[config.mk]
export PLATFORM = sky130hd
export DESIGN_NAME = sri_front
export DESIGN_NICKNAME = d
export VERILOG_FILES = /design/src/design/segment_rect_intersect_defines.svh /design/src/design/sri_pkg.sv /design/src/design/sri_front.sv
export SDC_FILE = /design/constraint.sdc
export NUM_CORES = 1
export LEC_CHECK = 0
export ABC_AREA = 0
export ABC_CLOCK_PERIOD_IN_PS = 800
export BUFFER_PORTS_ARGS = -buffer_cell sky130_fd_sc_hd__buf_2
export CORE_MARGIN = 4
export CORE_UTILIZATION = 50
export DETAILED_ROUTE_END_ITERATION = 16
export GPL_TIMING_DRIVEN = 1
export PLACE_DENSITY = 0.72
export SLEW_MARGIN = 15
export SYNTH_ARGS = -nofsm -noshare
export SYNTH_HDL_FRONTEND = slang
export SYNTH_SLANG_ARGS = --single-unit
[constraint.sdc]
create_clock -name clk -period 0.8 [get_ports clk]
set_input_delay 0.08 -clock clk [delete_from_list [all_inputs] [get_ports clk]]
set_output_delay 0.08 -clock clk [all_outputs]
set_load 0.1 [all_outputs]
[src/design/segment_rect_intersect_defines.svh]
// ----------------------------------------------------------------------------
// segment_rect_intersect_defines
// assertion macros for the segment/rectangle intersection block
// ----------------------------------------------------------------------------
`ifndef SEGMENT_RECT_INTERSECT_DEFINES_SVH
`define SEGMENT_RECT_INTERSECT_DEFINES_SVH
`ifndef ASSERT_OFF
`define SRI_ASSERT(label, clk, rst_n, prop, msg) \
	label: assert property (@(posedge clk) disable iff (!rst_n) (prop)) else $error(msg);
`define SRI_NEVER(label, clk, rst_n, expr, msg) \
	label: assert property (@(posedge clk) disable iff (!rst_n) !(expr)) else $error(msg);
`else
`define SRI_ASSERT(label, clk, rst_n, prop, msg)
`define SRI_NEVER(label, clk, rst_n, expr, msg)
`endif
`endif

[src/design/sri_pkg.sv]
// ----------------------------------------------------------------------------
// sri_pkg
// shared widths and types of the segment/rectangle intersection block
// ----------------------------------------------------------------------------
`timescale 1ns / 1ps
package sri_pkg;
	localparam int CW = 24;      // coordinate width
	localparam int SW = 23;      // size width
	localparam int NW = 27;      // clip parameter numerator/denominator width
	localparam int PW = 2 * NW;  // cross product width
	localparam int QD = 2;       // queue depth

	typedef struct packed {
		logic signed [NW-1:0] n;
		logic signed [NW-1:0] d;
	} frac_t;

	typedef struct packed {
		frac_t lo_x;
		frac_t lo_y;
		frac_t hi_x;
		frac_t hi_y;
		logic  reject;
	} clip_t;

	typedef struct packed {
		logic push;
		logic pop;
		logic full;
		logic empty;
	} q_stat_t;
endpackage

[src/design/sri_front.sv]
// ----------------------------------------------------------------------------
// sri_front
// accepts a request and reduces each axis to entry and exit parameters
// ----------------------------------------------------------------------------
`timescale 1ns / 1ps
module sri_front (
	input  logic                           clk,
	input  logic                           arst_n,
	input  logic                           take,
	input  logic signed [sri_pkg::CW-1:0]  start_x,
	input  logic signed [sri_pkg::CW-1:0]  start_y,
	input  logic signed [sri_pkg::CW-1:0]  end_x,
	input  logic signed [sri_pkg::CW-1:0]  end_y,
	input  logic signed [sri_pkg::CW-1:0]  rect_left,
	input  logic signed [sri_pkg::CW-1:0]  rect_top,
	input  logic        [sri_pkg::SW-1:0]  rect_width,
	input  logic        [sri_pkg::SW-1:0]  rect_height,
	output logic                           valid_s1,
	output sri_pkg::clip_t                 clip_s1
);
	import sri_pkg::*;

	logic  rej_x, rej_y;
	frac_t lo_x, hi_x, lo_y, hi_y;

	// one axis: direction, near edge, far edge
	function automatic logic [4*NW:0] axis(input logic signed [CW-1:0] s,
		input logic signed [CW-1:0] e, input logic signed [CW-1:0] mn,
		input logic [SW-1:0] sz);
		logic signed [NW-1:0] dv, d0, d1, ln, ld, hn, hd;
		logic                 rej;
		begin
			dv  = NW'(e) - NW'(s);
			d0  = NW'(s) - NW'(mn);
			d1  = NW'(mn) + $signed({{(NW-SW){1'b0}}, sz}) - NW'(s);
			rej = 1'b0;
			ln  = '0;
			ld  = NW'(1);
			hn  = NW'(1);
			hd  = NW'(1);
			if (dv == '0) begin
				rej = (d0 < 0) || (d1 < 0);
			end else if (dv > 0) begin
				ln = -d0; ld = dv; hn = d1; hd = dv;
			end else begin
				ln = -d1; ld = -dv; hn = d0; hd = -dv;
			end
			// clamp entry at 0 and exit at 1
			if (!(ln > 0)) begin
				ln = '0; ld = NW'(1);
			end
			if (!(hn < hd)) begin
				hn = NW'(1); hd = NW'(1);
			end
			axis = {ln, ld, hn, hd, rej};
		end
	endfunction

	always_comb begin
		{lo_x.n, lo_x.d, hi_x.n, hi_x.d, rej_x} =
			axis(start_x, end_x, rect_left, rect_width);
		{lo_y.n, lo_y.d, hi_y.n, hi_y.d, rej_y} =
			axis(start_y, end_y, rect_top, rect_height);
	end

	always_ff @(posedge clk or negedge arst_n) begin
		if (!arst_n) begin
			valid_s1 <= 1'b0;
		end else begin
			valid_s1 <= take;
		end
	end

	always_ff @(posedge clk) begin
		if (take) begin
			clip_s1 <= '{lo_x: lo_x, lo_y: lo_y, hi_x: hi_x, hi_y: hi_y,
				reject: rej_x | rej_y};
		end
	end
endmodule

==> qor.yml, run 1 <==
logic_synthesis:
  yosys-top-cells-area: "edfxtp_1, ha_1, inv_1, nor2_1, a21oi_1"
  syn_inst: 3070
  synth_seq_area_share: 0.2536
  synthArstFlopShare: 0.004630
  ys_types: 114
  synth-warning-count: 0
  ys_seq_elements: 216
  yosysTopAreaCellShare: 0.2526
  synth_edf_count: 215
  synthesis.area_um2: 25560
  synth_common_cells: "inv_1, nor2_1, ha_1"
  yosysMostFrequentCell: "inv_1"
  ys.flop_type: "edfxtp_1"
  postSynthAreaPerCell_um2: 8.325
  netlist.top_cell.by_area: "edfxtp_1"
die:
  start_util: 0.5073
  fp.dieW_um: 234.1
  pin_count: 411
  die_h_um: 234.1
  rows: 82
global_routing:
  grt_max_degree: 59
  overflow: 8
  grt_pass1_vias: 41430
  grt_pass1_wl_mm: 249.8
  grt_usage: 0.6021
status:
  haltStage: "global routing (5_1_grt)"
  error: "[ERROR GRT-0116] Global routing finished with congestion. Check the congestion regions in the DRC Viewer."
  outcome: "did not finish"
clocking:
  h-tree-depth: 1
  cts_buffer_depth: 3
  cts.sinks: 216
  cts_root_buffer: "clkbuf_16"
  cts_buffers: 25
place:
  dp_slack_ns: -5.276
  io_buffers: 410
  place.gp.congestion: 1.087
  dp.cells: 5363
  hpwl_mm: 100.2
metrics by stage:
stage / setup TNS [ns] / instance area, um2
4_1_cts: -881.37 / 45480
3_5_place_dp: -961.68 / 41890
3_3_place_gp: -924.71 / 41890
2_1_floorplan: -800.15 / 26380
what timing repair did:
item / CTS
setup buffers: 102
endpoints found under the setup margin: 423
endpoints found under the hold margin: 4
pin swaps: 121
cloned: 13
gates resized for setup: 340
hold buffers: 3
metal layers:
metal | GRT overflow | global-route usage
met5 | 0 | 0.07232
met2 | 0 | 0.8592
met4 | 7 | 0.6487
met3 | 1 | 0.3607
met1 | 0 | 0.5643
logic make-up after synthesis:
group	count (synthesis)	share of synthesized area
AOI/OAI and AO/OA	846	0.2275
buffers and inverters	431	0.06673
adders and majority gates	299	0.1610
xor gates and xnor gates	201	0.06947
other	2	0.0002939
and+or+nand+nor	1055	0.2133
muxes	20	0.008175
DFF	216	0.2536
==> run 2: changes to the inputs <==
- CORE_UTILIZATION: 50 -> 35
- PLACE_DENSITY: 0.72 -> default
- PLACE_DENSITY_LB_ADDON: default -> 0.15
==> run 2 against run 1 <==
The flow now finishes, with violations (setup timing). Synthesized cell count stayed put. Area after synthesis unchanged.
==> qor.yml, run 2 <==
finish:
  most-common-layout-cells: "buf_4, inv_1, buf_12"
  largest_reg_flops: 215
  top_register: "clip_s1"
  reg.largest.list: "clip_s1 (215), valid_s1 (1)"
  stdcell_area_um2: 47250
  diodes: 0
  layout_commonest_cell: "buf_4"
  syn_to_final_growth_pct: 84.89
  drive_above_1_share: 0.4900
  nNetsFinal: 5337
route:
  antenna_left: 0
  first_pass_iters: 6
  viasPerCell: 5.166
  num_vias: 30050
  wl_per_cell_um: 20.38
  drc: 0
  wl_mm: 118.6
  drt_iter0_markers: 1684
timing:
  final_max_slew_viol_count: 0
  finalCritPeriodShare: 6.574
  fmax_mhz: 190.1
  worst_slack_ns: -4.459
  grt_setup_unrepaired: "true"
  finalHoldViolCount: 0
  finalCriticalPeriod_ns: 5.259
  finalSetupViolations: 434
  tightest_slew_ns: 0.6910
  holdWs_ns: 0.05223
  maxSlewHeadroom: 0.5335
min_path:
  min_path_cells: 2
  min_from: "take"
  hold_path.class: "input port to register"
die:
  pin_count: 411  # unchanged
  die_h_um: 278.2  # +19%
  rows: 98  # +20%
  fp.dieW_um: 278.2  # +19%
  core_region_area_um2: 71980
  start_util: 0.3551  # -0.1523
  dieArea_um2: 77410
logic_synthesis:
  netlist.top_cell.by_area: "edfxtp_1"
  yosys-top-cells-area: "edfxtp_1, ha_1, inv_1, nor2_1, a21oi_1"
  synth-warning-count: 0  # unchanged
  synth_common_cells: "inv_1, nor2_1, ha_1"
  synth_edf_count: 215  # unchanged
  ys.flop_type: "edfxtp_1"
  synthesis.area_um2: 25560  # unchanged
  postSynthAreaPerCell_um2: 8.325  # unchanged
  ys_seq_elements: 216  # unchanged
  yosysTopAreaCellShare: 0.2526  # unchanged
  synth_seq_area_share: 0.2536  # unchanged
  ys_types: 114  # unchanged
  syn_inst: 3070  # unchanged
  synthArstFlopShare: 0.004630  # unchanged
  yosysMostFrequentCell: "inv_1"
power_and_ir_drop:
  total_power_mw: 127.4
  powerDensity_nw_per_um2: 2697
  p_leak_nw: 21.88
  vdd_drop_max_v: 0.002324
worst_setup_path:
  cp-end-kind: "register"
  required_ns: 1.13
  slowest_stage: "o311ai_1"
  cp_max_fo: 8
  crit_path_start_kind: "input port"
  cpPeakStageDelay_ns: 0.59
  critPathLaunch: "start_y[9]"
  critical_path_class: "input port to register"
  cp.arrival_ns: 5.59
clocking:
  cts.sinks: 216  # unchanged
  cts_buffers: 28  # +12%
  h-tree-depth: 1  # unchanged
  cts_root_buffer: "clkbuf_16"
  cts_buffer_depth: 3  # unchanged
  cts_tree: "done"
  path_clk_slew_ns: 0.07
global_routing:
  grt_usage: 0.2920
  grt_pass1_vias: 30520
  antenna_found_initial: 1
  overflow: 0
  grt_max_degree: 27
  grt_pass1_wl_mm: 176.5
status:
  outcome: "complete, but fails checks"
  violations: "setup timing"
place:
  hpwl_mm: 97.63  # -2.6%
  place.gp.congestion: 0.9797  # -9.8%
  placed_cell_area_um2: 42340  # +1.1%
  io_buffers: 410  # unchanged
run:
  cap_violations: 0
-- run 2: cell counts after synthesis --
No cell type changed its count.
-- run 2: path summary, 6_finish.rpt --
check                               to  slack [ns]
min in group asynchronous     valid_s1        0.31
max in group asynchronous     valid_s1        0.37
hold / removal             clip_s1[70]        0.05
setup / recovery            clip_s1[1]       -4.46
-- run 2: area by class of cell --
class,instances,area [um2]
tap,950,1189
multi-input combinational,2435,20370
inverter,321,1261
clock inverter,19,185.2
fill,5962,24720
sequential,216,6482
clock buffer,32,715.7
timing repair buffer,1844,17050
-- run 2: logic make-up after synthesis --
logic type,count (synthesis),share of synthesized area
XOR/XNOR,201,0.06947
multiplexers,20,0.008175
AND/OR/NAND/NOR,1055,0.2133
buffers and inverters,431,0.06673
other,2,0.0002939
AO/OA/AOI/OAI,846,0.2275
adder cells (fa/ha/maj),299,0.1610
flip-flops,216,0.2536
-- run 2: power breakdown --
part	switching, mW	leakage [nW]	internal (mW)
clock network	5.49	0.424	7.11
registers	2.27	2.08	16.3
logic	53.6	19.4	42.7
-- run 2: routing by layer --
layer / up-vias / wire (um) / GRT usage
li1: 14680 / - / -
met1: 14320 / 45320 / 0.3352
met2: 840 / 62000 / 0.5531
met3: 204 / 5172 / 0.02676
met4: 2 / 6060 / 0.1204
met5: - / 10 / 0
-- run 2: repair_timing --
action | CTS | global route
endpoints found under the setup margin | 423 | 434
pin swaps | 113 | 112
gates resized for setup | 364 | 262
endpoints found under the hold margin | 4 | 0
hold buffers | 3 | 0
gates cloned | 17 | 0
setup buffers | 91 | 42
-- run 2: stage by stage --
stage	instances	worst slack [ns]	utilization	TNS (ns)
2_1_floorplan	3082	-4.826	-	-800.15
3_3_place_gp	5644	-5.150	0.5882	-949.41
3_5_place_dp	5644	-5.249	0.5882	-955.14
4_1_cts	5799	-4.475	0.6395	-888.97
5_1_grt	5817	-4.661	0.6565	-924.03
6_report	5817	-4.459	0.6565	-880.30
-- run 2: worst max-delay path: cells and delay by family --
kind,cells,cell delay [ns]
multiplexers,1,0.42
AO/OA/AOI/OAI,9,2.34
AND/OR/NAND/NOR,7,1.23
adder cells (fa/ha/maj),2,0.63
buffers and inverters,5,0.68
XOR/XNOR,1,0.20
(Power assumes the default switching activity.)
