**config.mk**
```make
export PLATFORM = sky130hd
export DESIGN_NAME = sri_queue
export DESIGN_NICKNAME = d
export VERILOG_FILES = /design/src/design/segment_rect_intersect_defines.svh /design/src/design/sri_pkg.sv /design/src/design/sri_queue.sv
export SDC_FILE = /design/constraint.sdc
export NUM_CORES = 1
export LEC_CHECK = 0
export ABC_AREA = 1
export BUFFER_PORTS_ARGS = -buffer_cell sky130_fd_sc_hd__buf_2
export CORE_UTILIZATION = 50
export CTS_BUF_LIST = sky130_fd_sc_hd__clkbuf_8
export DETAILED_ROUTE_END_ITERATION = 6
export PLACE_DENSITY = 0.8
export REMOVE_ABC_BUFFERS = 1
export SLEW_MARGIN = 25
export SYNTH_ARGS = -nofsm -noshare
export SYNTH_HDL_FRONTEND = slang
export SYNTH_SLANG_ARGS = --single-unit
```
**constraint.sdc**
```tcl
create_clock -name clk -period 19.77 [get_ports clk]
set_input_delay 1.977 -clock clk [delete_from_list [all_inputs] [get_ports clk]]
set_output_delay 1.977 -clock clk [all_outputs]
set_load 0.1 [all_outputs]
```
**src/design/segment_rect_intersect_defines.svh**
```systemverilog
// ----------------------------------------------------------------------------
// segment_rect_intersect_defines
// assertion macros for the segment/rectangle intersection block
// ----------------------------------------------------------------------------
`ifndef SEGMENT_RECT_INTERSECT_DEFINES_SVH
`define SEGMENT_RECT_INTERSECT_DEFINES_SVH
`ifndef ASSERT_OFF
`define SRI_ASSERT(label, clk, rst_n, prop, msg) \
	label: assert property (@(posedge clk) disable iff (!rst_n) (prop)) else $error(msg);
`define SRI_NEVER(label, clk, rst_n, expr, msg) \
	label: assert property (@(posedge clk) disable iff (!rst_n) !(expr)) else $error(msg);
`else
`define SRI_ASSERT(label, clk, rst_n, prop, msg)
`define SRI_NEVER(label, clk, rst_n, expr, msg)
`endif
`endif

```
**src/design/sri_pkg.sv**
```systemverilog
// ----------------------------------------------------------------------------
// sri_pkg
// shared widths and types of the segment/rectangle intersection block
// ----------------------------------------------------------------------------
`timescale 1ns / 1ps
package sri_pkg;
	localparam int CW = 24;      // coordinate width
	localparam int SW = 23;      // size width
	localparam int NW = 27;      // clip parameter numerator/denominator width
	localparam int PW = 2 * NW;  // cross product width
	localparam int QD = 2;       // queue depth

	typedef struct packed {
		logic signed [NW-1:0] n;
		logic signed [NW-1:0] d;
	} frac_t;

	typedef struct packed {
		frac_t lo_x;
		frac_t lo_y;
		frac_t hi_x;
		frac_t hi_y;
		logic  reject;
	} clip_t;

	typedef struct packed {
		logic push;
		logic pop;
		logic full;
		logic empty;
	} q_stat_t;
endpackage

```
**src/design/sri_queue.sv**
```systemverilog
// ----------------------------------------------------------------------------
// sri_queue
// short queue between front and back parts
// ----------------------------------------------------------------------------
`timescale 1ns / 1ps
module sri_queue (
	input  logic           clk,
	input  logic           arst_n,
	input  logic           push,
	input  sri_pkg::clip_t wdata,
	input  logic           pop,
	output sri_pkg::clip_t rdata,
	output logic           full,
	output logic           empty
);
	import sri_pkg::*;

	localparam int AW = $clog2(QD);

	clip_t         mem_q [QD];
	logic [AW-1:0] wr_q, rd_q;
	logic [AW:0]   cnt_q;

	assign full  = (cnt_q == (AW+1)'(QD));
	assign empty = (cnt_q == '0);
	assign rdata = mem_q[rd_q];

	always_ff @(posedge clk) begin
		if (push && !full) begin
			mem_q[wr_q] <= wdata;
		end
	end

	always_ff @(posedge clk or negedge arst_n) begin
		if (!arst_n) begin
			wr_q  <= '0;
			rd_q  <= '0;
			cnt_q <= '0;
		end else begin
			if (push && !full) begin
				wr_q <= (wr_q == AW'(QD-1)) ? '0 : wr_q + 1'b1;
			end
			if (pop && !empty) begin
				rd_q <= (rd_q == AW'(QD-1)) ? '0 : rd_q + 1'b1;
			end
			cnt_q <= cnt_q + (AW+1)'(push && !full) - (AW+1)'(pop && !empty);
		end
	end
endmodule

```
### Word-level counts from Yosys, hierarchy flattened

Memories as Yosys holds them, arrays and structs flattened.
Cells that the tools add are included.

| operators by class | value |
|---|---|
| $add $sub $neg | 4 |
| eq/ne operators | 1 |
| muxes and demuxes | 4 |
| reductions and logical operators | 5 |

Operators by type and width:

| cell | count |
|---|---|
| $mux 1 | 4 |
| $add 1x1->1 const B | 2 |
| $add 2x1->2 | 1 |
| $eq 2x2->1 const B | 1 |
| $logic_and 1x1->1 | 2 |
| $logic_not 1->1 | 2 |
| $logic_not 2->1 | 1 |
| $sub 2x1->2 | 1 |

| word-level totals | value |
|---|---|
| bits in registers | 4 |
| memory bits (writable) | 434 |
| input port bits | 221 |
| output and inout port bits | 219 |
| word-level logic and storage cells | 18 |
| memories | 1 |

Memories:

| memory | depth | width | read ports | clocked after memory_dff | wr ports | RTL line | text |
|---|---|---|---|---|---|---|---|
| mem_q | 2 | 217 | 1 | 0 | 1 | sri_queue.sv:20 | `clip_t mem_q [QD];` |

### Depth between registers and ports, before layout

Gate-level depths: netlist of the first run.

| logic depth | value |
|---|---|
| depth after elaboration | 5 |
| gate-level depth with buffers | 10 |
| gate-level depth less buffers | 10 |

### Worst setup path before layout of the first run

Ideal clock, no wire load.

| timing | value |
|---|---|
| kind | input to register |
| start | input port push |
| end | memory mem_q[1][0] in the netlist's numbering, enable pin |
| library setup time | 0.797 ns |
| arrival | 11.054 ns |
| data required time | 18.973 ns |
| setup slack | 7.919 ns |
| cell stages on the path | 2 |
| path buffers | 0 |
| cell sequence | nand2_1 nor2_1 |

| between the ends | value |
|---|---|
| word-level cells in the longest chain between the ends | 3 |

Ends and longest elaborated chain:

| what | RTL line | text |
|---|---|---|
| from (decl) | sri_queue.sv:9 | `input logic push,` |
| $logic_and 1x1->1 | sri_queue.sv:29 | `if (push && !full) begin` |
| $mux 1 | sri_queue.sv:29 |  |
| $mux 1 (not written as such) | sri_queue.sv:30 | `mem_q[wr_q] <= wdata;` |
| to (decl) | sri_queue.sv:20 |  |

Every way passes these cells.

==> run metrics, run 1 <==
initial DRC count 753; RR Endpoint mem_q[1][206]$_DFFE_PP_; syn_area_per_cell 13.7 µm²; Clock transition at path regs approximately 0.060 ns; synth unique cells 11; worst setup path startpoint rd_q$_DFFE_PN0P_; Synth Area in XOR/XNOR 0; post-route minimum period 5.44 ns; CTS Root Cell clkbuf_8; grt total ovfl 0; core area between 30000 and 40000 µm²; PortBufs between 400 and 500; Hold WC Path Type reg2reg; CTS Hold Bufs 0; Synth Area in Compound Gates 0; DR vias/cell 4.94; Initial Util 0.508; TNS Setup 0 ns; largest net degree at the start of global routing 141; Synth area leader edfxtp_1; clock skew 0.0307 ns; Synth top cells by count nand2_1, edfxtp_1, buf_2, buf_4, inv_1; number of routed nets with antenna violations 0; Setup Fix Bufs, Post-CTS 0; CP endpoint rdata[209]; synth top area cells edfxtp_1, nand2_1, buf_2, dfrtp_1, buf_4; Most common cell on crit path nand2_1; WL final about 36000 µm; register area share after synthesis 0.822; top-count cell post-synth nand2_1; worst slew pin tran just over 1 ns; CTS tree built; crit path max-delay cell type dfrtp_4; first-pass GRT wire length about 54000 µm; Tot GR Track Use 0.213; wl on met1 ~13000 µm; Synth Area in Simple Gates 0.157; Synth Area in Adders 0.00157; area delta synth->final 24.3%; Mapped Cells around 1200; RSZ-0062 raised after global routing false; RR Startpoint cnt_q[1]$_DFF_PN0_; fin crit share 0.275; CP Class reg2out; Max Freq 184 MHz; CP max stage delay around 0.67 ns; routed length on met3 about 3200 µm; status finished, final reports clean; yosys warns 0; FF/Latch Area between 10000 and 15000 µm²; top cell type's share of synthesized area 0.816; Sink Count between 400 and 500; CP Data Arrival Time approximately 3.5 ns; Final setup viols 0; Critical Path Fanout Max about 110; crit-path cells inv_6 -> buf_6 -> nand2_1 -> nand2_1 -> buf_2; mux cell area share after synthesis 0; Rows between 60 and 70; top sig layer met5; vias in the first global route 10500; die area around 33000 µm²; Clock Latency Late Sink 0.56 ns; Ports 440; Final Hold Vio Count 0; hold_sp wr_q$_DFFE_PN0P_; DR WL/cell 17.0 µm; startpoint class of the critical path flop; Die Y-Extent ~180 µm; Die W approximately 180 µm; EDFF count, synth between 400 and 500; total of fill cells in the finished design 2287; multi-input logic area about 2500 µm²; WP data required approximately 18 ns; MaxCap Viol Count 0; Post-synth ARST share 0.00913; layout cells sized above 1 0.319; maximum buffer depth of the clock tree 3; gpl congestion roughly 0.77; wire length on met2 about 18000 µm; pins over their slew limit 0; Worst slew margin 0.319; Synth Register Bits approximately 440; fin nets approximately 1900; post-CTS sizing 0; Reg2Reg Setup Slack roughly 17 ns; DPL Wire Length between 20000 and 25000 µm; Synth Flop Type edfxtp_1; endpoint class of the critical path output port; Reg2Reg Depth 5; largest family of logic cells by synthesized area simple AND/OR/NAND/NOR gates; DRC 0; total number of vias between 10000 and 15000; initial antenna violation count 12; H-tree depth 3; CTS buffer count 71; synthesized area around 16000 µm²; First-pass DRT Iterations 4
## placed cells by master, fill, tap and decap left out
cell,count
clkinv_1,6
clkinvlp_4,1
inv_1,38
buf_6,1
dfrtp_4,1
clkbuf_8,74
clkinv_2,6
dfrtp_1,3
buf_2,439
ha_1,2
edfxtp_1,434
buf_16,2
buf_4,6
clkinv_8,1
nand2_1,664
inv_8,2
inv_6,3
diode_2,11
nor2_4,1
bufinv_16,2
nand3_1,3
## worst min-delay path by stage
| stage | cells past startpoint | endpoint | slack, ns |
|---|---|---|---|
| finish | 2 | wr_q$_DFFE_PN0P_ | 0.48 |
| global placement | 2 | wr_q$_DFFE_PN0P_ | 0.45 |
| detailed placement | 2 | wr_q$_DFFE_PN0P_ | 0.47 |
| global route | 1 | cnt_q[0]$_DFF_PN0_ | 0.54 |
| floorplan | 2 | wr_q$_DFFE_PN0P_ | 0.44 |
| CTS | 2 | wr_q$_DFFE_PN0P_ | 0.48 |
## per-layer routing
metal / up-vias / GRT usage
met2: 480 / 0.368
met3: 104 / 0.0730
met5: - / 0
met4: 2 / 0.113
met1: 4906 / 0.232
li1: 4902 / -
## critical path, delay by kind of cell, from the launching register on
| kind | cells | cell delay (ns) |
|---|---|---|
| buf+inv | 3 | 1.73 |
| flops | 1 | 0.67 |
| simple gates | 2 | 0.25 |
## layout make-up
cell class | instances | share of cell area
repair buffers | 448 | 0.116
diodes | 11 | 0.00139
flip-flops and latches | 438 | 0.661
inverters | 11 | 0.00271
clock inverters | 48 | 0.0138
multi-input cells | 670 | 0.128
well taps | 402 | 0.0253
clock buffers | 74 | 0.0513
## kinds of logic (layout without fill, tap and decap cells)
logic type / Yosys count / count (layout)
simple gates: 668 / 668
flops: 438 / 438
buf+inv: 59 / 581
fa+ha+maj: 2 / 2
other cells: 0 / 11
## through the flow
step	cells	utilization	hold slack, ns	setup WS, ns	instance area (µm²)
after detailed placement	1967	0.587	0.467	14.86	18500
final	2102	0.631	0.483	14.33	19900
after global placement	1967	0.587	0.453	14.60	18500
after floorplan	1119	-	0.442	7.92	15700
after global routing	2100	0.631	0.537	14.08	19900
after CTS	2089	0.629	0.480	14.23	19800
## sequential cells by signal, indices dropped and copies added (netlist names)
signal	cells
cnt_q	2
mem_q	434
wr_q	1
rd_q	1
Power of run 1 is not shown: default switching activity piles up to over one toggle a cycle in this logic, so the estimate is an artifact.
==> inputs of run 2 (changes only) <==
- clock period: 19.77 -> 5.2 ns (I/O delays scaled with it)
==> run metrics, run 2 (same netlist as run 1, synthesis figures left out) <==
status finished, final reports clean; initial DRC count 640 (-15%); hold depth 1 (-1); Hold WC Path Type in2reg; wl on met1 12600 µm (-3.5%); largest net degree at the start of global routing 131 (-7.1%); WP data required 4.68 ns (-13.11 ns); hold_sp wdata[215]; DR WL/cell 17.0 µm (+0.28%); gpl congestion 0.799 (+3.1%); core area 31500 µm² (unchanged); RR Startpoint cnt_q[0]$_DFF_PN0_; post-route minimum period 3.75 ns; worst slew pin tran 1.03 ns (+0.00567 ns); top flop regs mem_q x434, cnt_q x2; layout cells sized above 1 0.320 (+0.00121); Critical Path Fanout Max 65 (-43%); Final Util 0.633 (+0.00151); worst setup path startpoint rd_q$_DFFE_PN0P_; Ports 440 (unchanged); MaxCap Viol Count 0 (unchanged); routed length on met3 3450 µm (+8.3%); PortBufs 439 (unchanged); wire length on met2 18400 µm (+2.5%); CP Class reg2out; initial antenna violation count 14 (+2); Sink Count 438 (unchanged); Clock Latency Late Sink 0.57 ns (about the same); die area 32700 µm² (unchanged); Clock transition at path regs 0.06 ns (about the same); post-CTS sizing 0 (unchanged); Rows 65 (unchanged); Final Hold Vio Count 0 (unchanged); Top reg by flops mem_q; startpoint class of the critical path flop; vias in the first global route 10600 (+0.61%); Initial Util 0.508 (unchanged); first-pass GRT wire length 53800 µm (+0.28%); Reg2Reg Depth 5 (unchanged); endpoint class of the critical path output port; Final setup viols 0 (unchanged); CTS tree built; most common library cell in the layout ignoring fill and taps nand2_1; CP Data Arrival Time 3.23 ns (-0.23 ns); H-tree depth 3 (unchanged); Worst slew margin 0.315 (-0.00378); number of routed nets with antenna violations 0 (unchanged); DPL Wire Length 22700 µm (+0.80%); WL final 35900 µm (+0.47%); grt total ovfl 0 (unchanged); Die Y-Extent 181 µm (unchanged); clock skew 0.0372 ns (+0.00644 ns); Max Freq roughly 270 MHz; fin crit share 0.721; area delta synth->final 24.6%; pins over their slew limit 0 (unchanged); First-pass DRT Iterations 5 (+1); RSZ-0062 raised after global routing false; most frequent cells in the layout nand2_1, buf_2, edfxtp_1; DR vias/cell 4.96 (+0.21%); CTS buffer count 70 (-1.4%); total number of vias 10400 (+0.40%); CTS Root Cell clkbuf_8; max reg flops 434 (unchanged); top sig layer met5; maximum buffer depth of the clock tree 3 (unchanged); Die W 181 µm (unchanged); DRC 0 (unchanged); Tot GR Track Use 0.215 (+0.00130); fin nets 1865 (+0.11%)
-- run 2: repair_timing --
item                                   CTS  global route
buffers inserted                         0             0
hold buffers                             1             0
endpoints found under the hold margin    4             0
-- run 2: area by class of cell --
type / instances / area (µm²)
Sequential cell: 438 / 13100
Inverter: 11 / 53.8
Clock buffer: 74 / 1020
Timing Repair Buffer: 451 / 2350
Fill cell: 2309 / 11600
Antenna cell: 12 / 30.0
Tap cell: 402 / 503
Clock inverter: 48 / 280
Multi-Input combinational cell: 670 / 2540
-- run 2: per-stage QoR --
stage / hold slack [ns] / worst slack, ns / area, µm² / setup TNS [ns] / std cells
2_1_floorplan: 0.224 / -5.19 / 15700 / -1718.83 / 1119
3_3_place_gp: 0.331 / 2.06 / 18500 / 0 / 1970
3_5_place_dp: 0.330 / 2.06 / 18500 / 0 / 1970
4_1_cts: 0.0767 / 1.37 / 19900 / 0 / 2093
5_1_grt: 0.0902 / 1.20 / 19900 / 0 / 2105
6_report: 0.128 / 1.45 / 19900 / 0 / 2106
-- run 2: routing by layer --
layer | up-vias | track usage
met4 | 4 | 0.117
met1 | 4913 | 0.234
met3 | 101 | 0.0649
met2 | 498 | 0.374
li1 | 4920 | -
met5 | - | 0
-- run 2: final timing paths --
| path | endpoint | slack (ns) |
|---|---|---|
| worst min register to register | wr_q$_DFFE_PN0P_ | 0.48 |
| max in group asynchronous | rd_q$_DFFE_PN0P_ | 4.77 |
| worst min-delay path | mem_q[0][215]$_DFFE_PP_ | 0.13 |
| min in group asynchronous | rd_q$_DFFE_PN0P_ | 0.29 |
| worst max register to register | mem_q[0][1]$_DFFE_PP_ | 2.68 |
| worst max-delay path | rdata[208] | 1.45 |
-- run 2: worst max-delay path: stages (launching register included) --
cell,delay [ns]
dfrtp_4,0.71
buf_4,0.52
buf_4,0.65
nand2_1,0.13
nand2_1,0.13
buf_2,0.44
Power of run 2 is left out for the same reason.
